[config.mk]
export PLATFORM = sky130hd
export DESIGN_NAME = fht_crc
export DESIGN_NICKNAME = d
export VERILOG_FILES = /design/src/sv/fht_pkg.sv /design/src/sv/fht_crc.sv
export SDC_FILE = /design/constraint.sdc
export NUM_CORES = 1
export LEC_CHECK = 0
export BUFFER_PORTS_ARGS = -buffer_cell sky130_fd_sc_hd__buf_2
export CAP_MARGIN = 20
export CORE_UTILIZATION = 40
export DETAILED_ROUTE_END_ITERATION = 16
export GPL_ROUTABILITY_DRIVEN = 0
export SLEW_MARGIN = 5
export SYNTH_ARGS = -nofsm -noshare
export SYNTH_HDL_FRONTEND = slang
export SYNTH_SLANG_ARGS = --single-unit
export TNS_END_PERCENT = 100
[constraint.sdc]
create_clock -name clk -period 4.15 [get_ports clk]
set_input_delay 0.6225 -clock clk [delete_from_list [all_inputs] [get_ports clk]]
set_output_delay 0.6225 -clock clk [all_outputs]
set_load 0.1 [all_outputs]
[src/sv/fht_pkg.sv]
// ----------------------------------------------------------------------------
// fht_pkg
// Shared types, widths, codes and the CRC byte step of the flow hash table.
// ----------------------------------------------------------------------------
package fht_pkg;

  localparam int BUCKET_BITS_DEF = 10;
  localparam int WAYS_DEF        = 4;

  localparam int OP_W        = 2;
  localparam int ADDR_W      = 32;
  localparam int PORT_W      = 16;
  localparam int STATUS_W    = 3;
  localparam int SLOT_OUT_W  = 12;
  localparam int COUNT_OUT_W = 13;
  localparam int CRC_W       = 16;
  localparam int KEY_BYTES   = 12;
  localparam int KEY_W       = KEY_BYTES * 8;
  localparam int BYTE_CNT_W  = $clog2(KEY_BYTES);

  localparam int IDX_CFG_W  = 4;
  localparam int CFG_DATA_W = 16;
  localparam int CFG_ADDR_W = 1;

  localparam logic [IDX_CFG_W-1:0] INDEX_BITS_RESET = 4'd10;
  localparam logic [CRC_W-1:0]     CRC_POLY_RESET   = 16'h8005;

  typedef enum logic [OP_W-1:0] {
    OP_INSERT = 2'd0,
    OP_SEARCH = 2'd1,
    OP_DELETE = 2'd2
  } op_t;

  typedef enum logic [STATUS_W-1:0] {
    ST_INSERTED  = 3'd0,
    ST_EXISTS    = 3'd1,
    ST_FOUND     = 3'd2,
    ST_NOT_FOUND = 3'd3,
    ST_DELETED   = 3'd4,
    ST_FULL      = 3'd5
  } status_t;

  typedef enum logic [CFG_ADDR_W-1:0] {
    REG_INDEX_BITS = 1'd0,
    REG_CRC_POLY   = 1'd1
  } cfg_reg_t;

  typedef enum logic [2:0] {
    S_CLEAR,
    S_IDLE,
    S_HASH,
    S_BASE,
    S_LOOKUP,
    S_CHECK,
    S_DECIDE,
    S_EMIT
  } state_t;

  typedef struct packed {
    logic             done;
    logic [CRC_W-1:0] crc;
  } crc_result_t;

  // msb-first crc over one byte, eight shift steps
  function automatic logic [CRC_W-1:0] crc_byte(input logic [CRC_W-1:0] crc_in,
                                                input logic [7:0]       data,
                                                input logic [CRC_W-1:0] poly);
    logic [CRC_W-1:0] c;
    c = crc_in ^ {data, 8'h00};
    for (int b = 0; b < 8; b++) begin
      if (c[CRC_W-1]) begin
        c = {c[CRC_W-2:0], 1'b0} ^ poly;
      end else begin
        c = {c[CRC_W-2:0], 1'b0};
      end
    end
    return c;
  endfunction

endpackage

[src/sv/fht_crc.sv]
// ----------------------------------------------------------------------------
// fht_crc
// Byte-serial CRC-16 engine: one key byte per cycle.
// ----------------------------------------------------------------------------
module fht_crc
  import fht_pkg::*;
(
  input  logic              clk,
  input  logic              rst,
  input  logic              start,
  input  logic [KEY_W-1:0]  key_bytes,
  input  logic [CRC_W-1:0]  poly,
  output crc_result_t       result
);

  logic                  busy;
  logic                  done;
  logic [BYTE_CNT_W-1:0] byte_cnt;
  logic [KEY_W-1:0]      shift;
  logic [CRC_W-1:0]      crc;

  always_ff @(posedge clk) begin
    if (rst) begin
      busy <= 1'b0;
      done <= 1'b0;
    end else begin
      done <= 1'b0;
      if (start) begin
        busy <= 1'b1;
      end else if (busy && byte_cnt == BYTE_CNT_W'(KEY_BYTES - 1)) begin
        busy <= 1'b0;
        done <= 1'b1;
      end
    end
  end

  always_ff @(posedge clk) begin
    if (start) begin
      shift    <= key_bytes;
      crc      <= '0;
      byte_cnt <= '0;
    end else if (busy) begin
      crc      <= crc_byte(crc, shift[KEY_W-1 -: 8], poly);
      shift    <= {shift[KEY_W-9:0], 8'h00};
      byte_cnt <= byte_cnt + 1'b1;
    end
  end

  assign result.done = done;
  assign result.crc  = crc;

endmodule

== Word-level counts from Yosys, hierarchy flattened ==
Index checks and enable logic that the tools add are counted.

* Register bits after elaboration: 118

* $add $sub $neg: 1
* Equal/unequal tests: 1
* Muxes and demuxes: 27
* Bitwise gates (word level): 9
* Reductions and logical operators: 4

{| class="wikitable"
|+ Operators by type and width
! kind !! number
|-
| $mux W16 || 22
|-
| $mux W96 || 2
|-
| $xor A16 B16 Y16 || 9
|-
| $add A4 B1 Y4 const B || 1
|-
| $eq A4 B4 Y1 const B || 1
|-
| $reduce_bool A2 Y1 || 2
|-
| $mux W1 || 3
|-
| $reduce_or A2 Y1 || 1
|-
| $logic_and A1 B1 Y1 || 1
|}

== Longest topological paths before layout ==
* Depth in word-level cells: 31
* Gate-level depth with buffers: 16
* Mapped depth without buffers: 12

== Least setup slack after synthesis ==
OpenSTA, ideal clock, no wires.

* Path kind: register -> register
* From: register crc[15]
* To: register crc[9]
* Library setup time: 0.095 ns
* Arrival time: 4.128 ns
* Slack: -0.074 ns
* Stages on the path, launching flop included: 15
* Buffers on the path: 2
* Period minus slack after synthesis: 4.224 ns
* Cell sequence: dfxtp_1 xnor2_2 xnor2_2 mux2i_2 nand2_1 and4_4 buf_6 o211a_1 or4_4 and2_4 buf_6 nand2_1 xnor3_1 o32a_1 o311ai_1

* Longest elaborated chain between the ends: 30

{| class="wikitable"
|+ Ends and longest elaborated chain
! element !! line !! text
|-
| from (decl) || fht_crc.sv:20 || <nowiki>logic [CRC_W-1:0] crc;</nowiki>
|-
| from (signal assigned) || fht_crc.sv:43 || <nowiki>crc <= crc_byte(crc, shift[KEY_W-1 -: 8], poly);</nowiki>
|-
| $xor A16 B16 Y16 * || fht_pkg.sv:69 || <nowiki>c = crc_in ^ {data, 8'h00};</nowiki>
|-
| $mux W16 * || fht_pkg.sv:71 || <nowiki>if (c[CRC_W-1]) begin</nowiki>
|-
| $mux W16 * || fht_crc.sv:42 || <nowiki>end else if (busy) begin</nowiki>
|-
| $mux W16 * || fht_crc.sv:38 || <nowiki>if (start) begin</nowiki>
|-
| $xor A16 B16 Y16 || fht_pkg.sv:72 || <nowiki>c = {c[CRC_W-2:0], 1'b0} ^ poly;</nowiki>
|-
| $mux W16 * || fht_pkg.sv:71 ||
|-
| $mux W16 * || fht_crc.sv:42 ||
|-
| $mux W16 * || fht_crc.sv:38 ||
|-
| [... 14 more ...] || n/a ||
|-
| $mux W16 * || fht_crc.sv:42 ||
|-
| $mux W16 * || fht_crc.sv:38 ||
|-
| $xor A16 B16 Y16 || fht_pkg.sv:72 ||
|-
| $mux W16 * || fht_pkg.sv:71 ||
|-
| $mux W16 * || fht_crc.sv:42 ||
|-
| $mux W16 * || fht_crc.sv:38 ||
|-
| $xor A16 B16 Y16 || fht_pkg.sv:72 ||
|-
| $mux W16 * || fht_pkg.sv:71 ||
|}

Every way passes the cells marked *; elsewhere a longest branch is shown, timed or not. The select of a mux whose other input is x is not followed.
A chain may end at the register's enable or synchronous reset.

== Worst setup path after layout ==
* From: register shift[95]
* To: register crc[12]

* Longest elaborated chain between the ends: 30

{| class="wikitable"
|+ Ends and longest elaborated chain
! element !! line !! text
|-
| from (decl) || fht_crc.sv:19 || <nowiki>logic [KEY_W-1:0] shift;</nowiki>
|-
| from (signal assigned) || fht_crc.sv:39 || <nowiki>shift <= key_bytes;</nowiki>
|-
| from (signal assigned) || fht_crc.sv:44 || <nowiki>shift <= {shift[KEY_W-9:0], 8'h00};</nowiki>
|-
| $xor A16 B16 Y16 * || fht_pkg.sv:69 ||
|-
| $mux W16 * || fht_pkg.sv:71 ||
|-
| $mux W16 * || fht_crc.sv:42 ||
|-
| $mux W16 * || fht_crc.sv:38 ||
|-
| $xor A16 B16 Y16 || fht_pkg.sv:72 ||
|-
| $mux W16 * || fht_pkg.sv:71 ||
|-
| $mux W16 * || fht_crc.sv:42 ||
|-
| $mux W16 * || fht_crc.sv:38 ||
|-
| [... 14 more ...] || n/a ||
|-
| $mux W16 * || fht_crc.sv:42 ||
|-
| $mux W16 * || fht_crc.sv:38 ||
|-
| $xor A16 B16 Y16 || fht_pkg.sv:72 ||
|-
| $mux W16 * || fht_pkg.sv:71 ||
|-
| $mux W16 * || fht_crc.sv:42 ||
|-
| $mux W16 * || fht_crc.sv:38 ||
|-
| $xor A16 B16 Y16 || fht_pkg.sv:72 ||
|-
| $mux W16 * || fht_pkg.sv:71 ||
|}

Marks and branches as above.

==> results.json <==
{
  "core_um2": 17500,
  "yosysSeqAreaShare_pct": 45.6,
  "fill_cells": 1592,
  "area_growth_pct": 22.7,
  "grt_max_degree": 63,
  "num_vias": 5360,
  "syn_inst": 627,
  "numCtsBuffers": 17,
  "nets": 870,
  "drv_slew": 0,
  "final_common_cell": "buf_2",
  "die_h_um": 137,
  "ys_async_sr_fraction_pct": 0,
  "clk-insertion-delay-late_ps": 410,
  "max_freq_ghz": 0.254,
  "ioPinCount": 132,
  "hp-class": "primary input to flop",
  "routedWlPerCell_um": 17.0,
  "grt_antenna_before_repair": 3,
  "min_period_ps": 3940,
  "grt-ovfl-total": 0,
  "cts_sinks": 118,
  "cts_root_buffer": "clkbuf_16",
  "critical_path_buf_inv_count": 4,
  "power.leakage_nw": 3.58,
  "rows": 48,
  "dp_hpwl_um": 11900,
  "clk_pin_slew_worst_paths_ps": 50,
  "synth_warnings": 0,
  "wirelength_um": 16900,
  "fin_crit_sh_pct": 94.9,
  "final_cell_mix": "130 x buf_2, 96 x edfxtp_1, 91 x nand2_1, 88 x mux2_2, 69 x xnor2_1",
  "path_cells": "xor2_1 > buf_4 > buf_4 > nand2_1 > xnor2_1 > and4_4 > o2111ai_1 > and3_4 > buf_4 > o211a_1 > buf_4 > o21ai_1 > xnor3_1 > o32a_1 > o311ai_1",
  "cts.path.max_buffers": 2,
  "status": "complete, no violations",
  "critPathRequiredTime_ps": 4460,
  "cts_resized": 0,
  "skew_ps": 7.99,
  "worstMarginPinSlew_ps": 903,
  "dominantRegCellSynth": "edfxtp_1",
  "drive_gt1_share_pct": 39.2,
  "path_max_fanout": 13,
  "power_mw": 8.57,
  "slowest_delay_ps": 470,
  "drt-initial-drc-count": 256,
  "synth-seq-cells": 118,
  "fp.dieW_um": 137,
  "synth_edf_count": 96,
  "startpoint_type": "flop",
  "endpoint_kind": "flop",
  "setup.worst_path.class": "flop to flop",
  "n_antenna_cell": 0,
  "dieArea_um2": 18800,
  "powerDensity_nw_per_um2": 959,
  "maxCapViolations": 0,
  "dr.pass1.iters": 5,
  "ctsHoldBuffers": 0,
  "relSlewSlack_pct": 39.7,
  "peakVddDrop_mv": 1.05,
  "critPathArrivalTime_ps": 4240,
  "start_util_pct": 41.6,
  "final-setup-viol-count": 0,
  "setup_tns_ps": 0,
  "grtUsageTotal_pct": 19.2,
  "grt_pass1_wl_um": 27200,
  "crit_family": "compound AO/OA/AOI/OAI gates",
  "grt_pass1_vias": 5398,
  "cts_tree": "built",
  "cp_slowest_cell": "edfxtp_1",
  "htreeDepth": 4,
  "port_buffers": 131,
  "postCtsSetupBuffers": 0,
  "hold_viol": 0,
  "viasPerCell": 5.40,
  "synth_nets": 743,
  "synth_cell_types": 66,
  "drc": 0,
  "synth_area_um2": 7290,
  "crit_top_cell": "buf_4",
  "ant_nets": 0,
  "synth.avg_cell_area_um2": 11.6
}
-- through the flow --
step | instance area [µm²] | setup slack [ps] | std cells | utilization (%) | hold slack, ps
after detailed placement | 8240 | -9.40 | 960 | 47.0 | 506
final | 8940 | 213 | 992 | 51.0 | 384
after CTS | 8900 | 139 | 992 | 50.8 | 364
after floorplan | 7290 | 105 | 627 | - | 480
after global placement | 8240 | 158 | 960 | 47.0 | 491
after global routing | 8940 | -9.17 | 992 | 51.0 | 377
-- cells in the mapped netlist (5+ instances only) --
master | number | area [µm²]
o32a_1 | 10 | 100
edfxtp_1 | 96 | 2880
buf_4 | 5 | 37.5
nand4_1 | 12 | 75.1
xnor3_1 | 16 | 360
o211a_1 | 5 | 50.1
a21o_1 | 5 | 37.5
mux2_2 | 88 | 991
nand3_1 | 10 | 50.1
a21oi_1 | 7 | 35.0
nand2b_1 | 13 | 81.3
dfxtp_1 | 22 | 440
o21ai_0 | 6 | 30.0
and2_1 | 9 | 56.3
xor2_1 | 10 | 87.6
o21ai_1 | 11 | 55.1
xnor2_1 | 71 | 622
clkbuf_1 | 38 | 143
o311ai_1 | 9 | 78.8
nand2_1 | 91 | 342
nor2_1 | 17 | 63.8
-- sequential cells by signal (all words and copies together), names as in the netlist --
| register | flops |
|---|---|
| busy | 1 |
| byte_cnt | 4 |
| crc | 16 |
| done | 1 |
| shift | 96 |
-- worst paths after layout --
| check | end | slack (ps) | cells after the start | startpoint |
|---|---|---|---|---|
| worst max-delay path | crc[12]$_SDFFE_PP0P_ | 210 | 15 | shift[95]$_DFFE_PP_ |
| worst min-delay path | busy$_SDFFE_PP0P_ | 380 | 2 | rst |
| worst max register to register | crc[12]$_SDFFE_PP0P_ | 210 | 15 | shift[95]$_DFFE_PP_ |
| worst min register to register | crc[0]$_SDFFE_PP0P_ | 510 | 2 | crc[0]$_SDFFE_PP0P_ |
-- cells by family after synthesis --
logic type | share of synthesized area, %
AOI/OAI and AO/OA | 9.55
xor gates and xnor gates | 15.9
adders and majority gates | 0.172
buffers and inverters | 3.37
DFF | 45.6
muxes | 14.2
and+or+nand+nor | 11.2
-- power by group --
group          total, mW  switching, mW  internal [mW]
combinational       5.36           2.86           2.50
clock               1.64          0.521           1.12
sequential          1.56         0.0935           1.47
-- layer usage --
metal  wire [µm]  up-vias  global-route usage, %
li1            -     2542                      -
met1        6760     2573                   22.2
met2        8380      214                   32.2
met3        1420       29                   6.81
met4         291        2                   7.69
met5          13        -                      0
-- layout make-up --
class / count / area [µm²] / share of cell area (%)
Clock buffer: 19 / 433 / 4.84
Clock inverter: 13 / 228 / 2.55
Inverter: 4 / 15.0 / 0.168
Multi-Input combinational cell: 454 / 3770 / 42.1
Sequential cell: 118 / 3330 / 37.2
Tap cell: 225 / 282 / 3.15
Timing Repair Buffer: 159 / 893 / 9.99
Note: power is estimated with default switching activity, not from simulation.
