===== config.mk =====
export PLATFORM = sky130hd
export DESIGN_NAME = fht_ram
export DESIGN_NICKNAME = d
export VERILOG_FILES = /design/src/sv/fht_ram.sv
export SDC_FILE = /design/constraint.sdc
export NUM_CORES = 1
export LEC_CHECK = 0
export ABC_AREA = 1
export BUFFER_PORTS_ARGS = -buffer_cell sky130_fd_sc_hd__buf_2
export CAP_MARGIN = 5
export CORE_ASPECT_RATIO = 0.9
export CORE_UTILIZATION = 60
export CTS_CLUSTER_SIZE = 20
export DETAILED_ROUTE_END_ITERATION = 10
export GPL_TIMING_DRIVEN = 0
export PLACE_DENSITY = 0.78
export SLEW_MARGIN = 20
export SYNTH_ARGS = -nofsm -noshare
export SYNTH_HDL_FRONTEND = slang
export SYNTH_SLANG_ARGS = --single-unit

===== constraint.sdc =====
create_clock -name clk -period 1.25 [get_ports clk]
set_clock_uncertainty 0.05 [all_clocks]
set_input_delay 0.0625 -clock clk [delete_from_list [all_inputs] [get_ports clk]]
set_output_delay 0.0625 -clock clk [all_outputs]
set_load 0.01 [all_outputs]

===== src/sv/fht_ram.sv =====
// ----------------------------------------------------------------------------
// fht_ram
// Generic simple dual-port RAM: one write port, one registered read port.
// ----------------------------------------------------------------------------
module fht_ram #(
  parameter int WIDTH = 8,
  parameter int DEPTH = 16
) (
  input  logic                     clk,
  input  logic                     we,
  input  logic [$clog2(DEPTH)-1:0] waddr,
  input  logic [WIDTH-1:0]         wdata,
  input  logic [$clog2(DEPTH)-1:0] raddr,
  output logic [WIDTH-1:0]         rdata
);

  logic [WIDTH-1:0] mem [DEPTH];

  always_ff @(posedge clk) begin
    if (we) begin
      mem[waddr] <= wdata;
    end
    rdata <= mem[raddr];
  end

endmodule


---- Yosys cells after proc, flatten, opt, wreduce, memory -nomap -nowiden ----
Memories as Yosys holds them, arrays and structs flattened. A register that Yosys moved wholly into a read port is not among the register bits.
Cells that the tools add are included.
storage, ports and cells
  register bits ........................... 0
  bits in writable memories ............... 128
  input bits .............................. 18
  output and inout port bits .............. 8
  word-level logic and storage cells ...... 3
  memories ................................ 1
cells by class
  mux-type cells .......................... 2
memories
  name  words  bits a word  rd ports  clocked after Yosys merged registers in  write ports  line  RTL
  mem   16     8            1         1                                        1            17    logic [WIDTH-1:0] mem [DEPTH];
operator list
  cell               number
  two-way mux 1 bit  2

---- Longest topological paths before layout ----
Gate-level depths: netlist (run 1).
  depth in word-level cells ............... 2
  gate-level depth with buffers ........... 8
  depth with buffers taken out ............ 7

---- Worst setup path after synthesis (run 1) ----
No wires, ideal clock.
  kind .................................... input port to flip-flop
  start point ............................. in waddr[2]
  end point ............................... mem mem[10][0] (enable)
  library setup time ...................... 0.370 ns
  arrival ................................. 0.643 ns
  data required time ...................... 0.830 ns
  setup slack ............................. 0.187 ns
  cell stages on the path ................. 2
  path buffers ............................ 0
  cell sequence ........................... nand3b_1 nor2_1
RTL lines
  item         line  RTL
  from (decl)  11    input logic [$clog2(DEPTH)-1:0] waddr,
  to (decl)    17
No word-level cell before the write port.

==> results.md, run 1 <==
* Largest net degree at the start of global routing at 17
* R2R Setup Slk at 0.10 ns
* Starting Density at 0.626
* Layout area overhead at 15.8%
* Layout cells sized above 1 at 0.121
* Setup TNS at 0 ns
* Die Span X at 105 µm
* Gr ovfl total at 0
* Status: completed
* FF+latch count, synth at 136
* Max-slew violations at 0
* Final instance area at 6680 µm²
* DR WL/cell at 19.0 µm
* Top cells by area, synth: edfxtp_1 67%, nand2_1 11%, nand3_1 8.4%, inv_1 6.5%, dfxtp_1 2.8%
* Hold Startpoint: raddr[1]
* Post-DRT Antenna Nets at 0
* Worst slack, placed at -0.356 ns
* Fmax at 843 MHz
* Worst slew margin at 0.387
* Cell Area, Placed at 6030 µm²
* Final hold vios at 0
* Power Density at 1570 nW/µm²
* Worst-path clk slew at 0.06 ns
* Vias in the first global route at 3979
* H-Tree Depth at 4
* Worst r2r dst: rdata[0]$_DFF_P_
* Drt initial violations at 541
* Synth top area share at 0.667
* Clock Latency Late Sink at 0.52 ns
* Synth cell types at 12
* Reg2reg path depth at 6
* Num rows at 33
* Maximum clock insertion buffer count at 2
* Setup ws final at 0.0637 ns
* Detailed Routing Iterations Pass 1 at 5
* Synth warn at 0
* Total number of vias at 4153
* Synth Cell Area at 5770 µm²
* Register area share after synthesis at 0.694
* CTS root buf: clkbuf_8
* Syn Area/Cell at 10.5 µm²
* Tmin final at 1.19 ns
* Hold Slack at 0.0257 ns
* Final cell count without fillers at 736
* CORE AREA at 9210 µm²
* Pleak at 2.91 nW
* Worst EP arrival at 1.54 ns
* Unrepaired setup endpoints after global routing: no
* CTS tree: done
* Die area at 10000 µm²
* Endpoint, Worst Hold: rdata[1]$_DFF_P_
* First-pass GRT wire length at 21400 µm
* Max IR drop VDD at 0.961 mV
* Crit path launch type: input port
* Setup crit end kind: register
* Total CTS buffers at 17
* Routed WL at 14000 µm
* Syn Inst Count at 551
* Worst hold path depth at 5
* Port bufs at 22
* All-Layer GR Usage at 0.304
* WP data required at 1.61 ns
* Number of setup buffers added after CTS at 0
* Ant diodes at 0
* Initial antenna violation count at 0
* Final #Nets at 619
* Critical Path Fanout Max at 10
* Vias/cell at 5.64
* RD Place Congestion at 0.969
* Final Cycle Share at 0.949
* Hpwl dp at 8590 µm
* # DRC at 0
* HP Class: input port to register
* Crit path kind: input port to register
* Die height at 95.0 µm
* Clock sink total at 136
* I/O pins at 26
* Yosys top cell by area: edfxtp_1
* Maxcap violations at 0
* Crit Reg-Reg Startpoint: mem[4][0]$_DFFE_PP_
* Actual slew at the worst max-slew pin at 0.916 ns
* Syn Nets at 569
* Setup violators final at 0
* Placed Cells at 695
-- through the flow --
| stage | power, mW | util |
|---|---|---|
| 3_3_place_gp | 5.85 | 0.655 |
| 6_report | 10.5 | 0.725 |
| 3_5_place_dp | 5.87 | 0.655 |
| 4_1_cts | 10.5 | 0.726 |
| 2_1_floorplan | 5.59 | - |
| 5_1_grt | 10.7 | 0.725 |
-- logic make-up after synthesis --
group                  Yosys count  synth area share
flip-flops                     136             0.694
AND/OR/NAND/NOR                289             0.210
buffers and inverters          126            0.0952
-- area by class of cell --
cell class / count / area [µm²]
flip-flops and latches: 136 / 4000
fillers: 620 / 2530
multi-input cells: 289 / 1210
clock buffers: 19 / 422
inverters: 102 / 383
repair buffers: 32 / 210
plain buffers: 23 / 163
well taps: 122 / 153
clock inverters: 13 / 129
-- sequential cells by signal (all words and copies together) (netlist names) --
signal	count
mem	128
rdata	8
-- how the worst max path moves through the flow --
stage | slack (ns) | start | to
floorplan | 0.19 | waddr[2] | mem[10][0]$_DFFE_PP_
global placement | -0.27 | waddr[3] | mem[7][1]$_DFFE_PP_
detailed placement | -0.36 | waddr[3] | mem[7][1]$_DFFE_PP_
CTS | 0.08 | raddr[2] | rdata[3]$_DFF_P_
global route | 0.05 | raddr[2] | rdata[3]$_DFF_P_
finish | 0.06 | raddr[2] | rdata[0]$_DFF_P_
-- power by group --
part	switching [mW]	internal, mW	leakage (nW)
Sequential	0.0268	5.10	1.22
Combinational	0.496	0.216	1.43
Clock	1.84	2.82	0.259
Total	2.37	8.13	2.91
-- layout by cell type, fill, tap and decap left out --
| master | instances |
|---|---|
| edfxtp_1 | 128 |
| inv_1 | 99 |
| nand3b_1 | 2 |
| nor2_1 | 17 |
| bufinv_16 | 2 |
| dfxtp_1 | 8 |
| inv_2 | 3 |
| buf_6 | 6 |
| clkinvlp_4 | 3 |
| inv_6 | 2 |
| clkbuf_1 | 2 |
| nand3_1 | 97 |
| buf_4 | 4 |
| clkinv_4 | 1 |
| dlygate4sd3_1 | 10 |
| nand2_1 | 173 |
| clkbuf_8 | 1 |
| clkinv_1 | 4 |
| clkbuf_16 | 16 |
| clkinv_2 | 1 |
| buf_2 | 35 |
-- worst max-delay path, stage by stage --
cell and delay (ns):
dlygate4sd3_1 0.52, buf_2 0.18, inv_2 0.14, buf_4 0.22, nand3_1 0.11, nand3_1 0.20, nand2_1 0.10
-- layer usage --
metal / routed length [µm] / GRT usage / share of wire
met5: 0 / 0 / 0
met4: 570 / 0.171 / 0.041
met3: 1860 / 0.0856 / 0.13
met2: 6230 / 0.446 / 0.45
met1: 5310 / 0.411 / 0.38
-- Yosys cell counts --
cell      number
buf_4          4
dfxtp_1        8
nor2_1        17
edfxtp_1     128
buf_2         13
inv_2          2
nand2_1      173
nand3b_1       2
buf_1          1
nand3_1       97
buf_6          6
inv_1        100
-- repair_timing --
action / 4_1_cts / 5_1_grt
hold buffers: 10 / 0
resized for setup: 0 / 1
endpoints found under the hold margin: 136 / 0
setup endpoints to repair: 0 / 2
(Power assumes the default switching activity.)
==> run 2: changes to the inputs <==
--- a/config.mk
+++ b/config.mk
@@ -10,6 +10,7 @@
 export CAP_MARGIN = 5
 export CORE_ASPECT_RATIO = 0.9
 export CORE_UTILIZATION = 60
+export CTS_BUF_LIST = sky130_fd_sc_hd__clkbuf_8
 export CTS_CLUSTER_SIZE = 20
 export DETAILED_ROUTE_END_ITERATION = 10
 export GPL_TIMING_DRIVEN = 0
==> constraint.sdc (replaced) <==
create_clock -name clk -period 1.25 [get_ports clk]
set_clock_uncertainty 0.05 [all_clocks]
set_input_delay 0.1875 -clock clk [delete_from_list [all_inputs] [get_ports clk]]
set_output_delay 0.1875 -clock clk [all_outputs]
set_load 0.01 [all_outputs]
==> run 2 against run 1 <==
The flow now finishes with violations (negative setup slack). Via count decreased by 3.0%. Register-to-register slack improved by 0.05 ns. Worst setup slack worse by 0.068 ns. Cell area down 4.0%. Wire length fell by 5.6%. Power decreased by 13%. Flip-flop and latch count unchanged. Highest routed layer unchanged.
==> results.md, run 2 (synthesis results as in run 1) <==
* Status: finished with violations
* Failing checks: negative setup slack
* # DRC at 0 (unchanged)
* DR WL/cell at 18.1 µm (-4.4%)
* Largest net degree at the start of global routing at 17 (unchanged)
* DR top layer: met4
* Actual slew at the worst max-slew pin at 0.815 ns (-0.102 ns)
* Final hold vios at 0 (unchanged)
* First-pass GRT wire length at 20400 µm (-4.9%)
* CTS tree: done
* RD Place Congestion at 0.969 (unchanged)
* Worst EP arrival at 1.27 ns (-0.27 ns)
* Switching Share at 0.235 (+0.00952)
* Maximum clock insertion buffer count at 2 (unchanged)
* Initial antenna violation count at 0 (unchanged)
* Met3 wire len at 1670 µm (-10%)
* Starting Density at 0.626 (unchanged)
* Commonest cells after routing, fill and taps aside: 173 x nand2_1, 128 x edfxtp_1, 102 x inv_1, 97 x nand3_1, 35 x buf_2
* Vias in the first global route at 3796 (-4.6%)
* I/O pins at 26 (unchanged)
* Clock network power share at 0.369 (-0.075)
* Detailed Routing Iterations Pass 1 at 5 (unchanged)
* Worst slack, placed at -0.481 ns (-0.125 ns)
* Unrepaired setup endpoints after global routing: yes
* Final Cycle Share at 1.00 (+0.0544)
* Number of setup buffers added after CTS at 0 (unchanged)
* Final instance area at 6410 µm² (-4.0%)
* Top reg by flops: mem
* Vias/cell at 5.54 (-1.8%)
* HP Class: input port to register
* H-Tree Depth at 4 (unchanged)
* Crit Reg-Reg Startpoint: mem[0][2]$_DFFE_PP_
* Routed met1 length at 5070 µm (-4.5%)
* Hold buffers post-CTS at 0 (-10)
* Crit path cell chain: buf_2 > nand3b_1 > nor2_1
* Worst-path clk slew at 0.08 ns (+0.02 ns)
* Die area at 10000 µm² (unchanged)
* Total CTS buffers at 17 (unchanged)
* Total number of vias at 4027 (-3.0%)
* R2R Setup Slk at 0.15 ns (+0.05 ns)
* Max-slew violations at 0 (unchanged)
* Setup TNS at -0.0190 ns (-0.0190 ns)
* Setup crit end kind: register
* CTS-repair resized insts at 2 (+2)
* Fmax at 797 MHz (-5.4%)
* Num rows at 33 (unchanged)
* Internal at 7.02 mW (-14%)
* Die Span X at 105 µm (unchanged)
* Reg2reg path depth at 6 (unchanged)
* Max reg flops at 128 (unchanged)
* Share of power burned in combinational logic at 0.074 (+0.006)
* CORE AREA at 9210 µm² (unchanged)
* Hpwl dp at 8590 µm (unchanged)
* End point of the critical path: mem[6][2]$_DFFE_PP_
* Tmin final at 1.25 ns (+0.0680 ns)
* Pleak at 2.79 nW (-3.9%)
* Setup ws final at -0.00431 ns (-0.0680 ns)
* Critical Path Fanout Max at 8 (-2)
* Max stage delay on crit path at 0.66 ns (+0.14 ns)
* Clock sink total at 136 (unchanged)
* Placed Cells at 695 (unchanged)
* Total length of routed met2 wires at 6080 µm (-2.3%)
* Commonest non-fill, non-tap cell in the layout: nand2_1
* CTS root buf: clkbuf_8
* Routed WL at 13200 µm (-5.6%)
* Post-DRT Antenna Nets at 0 (unchanged)
* Ant diodes at 0 (unchanged)
* Clock Latency Late Sink at 0.44 ns (-0.08 ns)
* Fill count at 657 (+6.0%)
* Die height at 95.0 µm (unchanged)
* Hold Slack at 0.106 ns (+0.0806 ns)
* Crit path launch type: input port
* Power share of the sequential group at 0.557 (+0.069)
* Maxcap violations at 0 (unchanged)
* Final cell count without fillers at 727 (-1.2%)
* Worst r2r dst: rdata[2]$_DFF_P_
* Sw power at 2.16 mW (-8.9%)
* WP data required at 1.27 ns (-0.34 ns)
* Max IR drop VDD at 0.912 mV (-5.1%)
* Critical-path top delay cell: nor2_1
* Final #Nets at 610 (-1.5%)
* Layout area overhead at 11.2%
* Layout cells sized above 1 at 0.127 (+0.00675)
* All-Layer GR Usage at 0.288 (-0.0157)
* Setup violators final at 7 (+7)
* CP Launch Point: waddr[3]
* Cell Area, Placed at 6030 µm² (unchanged)
* Worst slew margin at 0.455 (+0.0680)
* Crit path kind: input port to register
* Power Density at 1430 nW/µm² (-8.9%)
* Gr ovfl total at 0 (unchanged)
* Drt initial violations at 468 (-13%)
* Final Util at 0.696 (-0.0289)
* Total power at 9.18 mW (-13%)
* Port bufs at 22 (unchanged)
* Biggest regs: mem (128), rdata (8)
-- run 2: worst max-delay path: cells and delay by family --
family                 cells  cell delay, ns
and+or+nand+nor            2            0.97
buffers and inverters      1            0.12
-- run 2: per-layer routing --
metal  GRT usage  vias up
li1            -     1853
met1       0.394     1839
met2       0.435      294
met3      0.0807       41
met4       0.127        0
met5           0        -
-- run 2: how the worst min path moves through the flow --
stage                      from                   end  slack, ns  cells after the start
2_1_floorplan          wdata[0]   mem[0][0]$_DFFE_PP_       0.24                      0
3_3_place_gp   rdata[6]$_DFF_P_              rdata[6]       0.53                      1
3_5_place_dp   rdata[1]$_DFF_P_              rdata[1]       0.53                      1
4_1_cts                wdata[4]  mem[15][4]$_DFFE_PP_       0.09                      1
5_1_grt                wdata[2]   mem[0][2]$_DFFE_PP_       0.09                      1
6_report               wdata[4]   mem[9][4]$_DFFE_PP_       0.11                      1
-- run 2: layout make-up --
| cell class | instances | area [µm²] | share of cell area |
|---|---|---|---|
| Buffer | 24 | 166 | 0.0260 |
| Clock buffer | 17 | 234 | 0.0365 |
| Clock inverter | 15 | 136 | 0.0213 |
| Inverter | 102 | 383 | 0.0597 |
| Multi-Input combinational cell | 289 | 1220 | 0.191 |
| Sequential cell | 136 | 4000 | 0.625 |
| Tap cell | 122 | 153 | 0.0238 |
| Timing Repair Buffer | 22 | 110 | 0.0172 |
-- run 2: power groups by stage --
stage / Clock [mW] / Sequential (mW) / Combinational, mW
global placement: 0 / 5.21 / 0.633
detailed placement: 0 / 5.22 / 0.653
finish: 3.38 / 5.12 / 0.679
floorplan: 0 / 5.23 / 0.360
CTS: 3.38 / 5.12 / 0.658
global route: 3.57 / 5.13 / 0.731
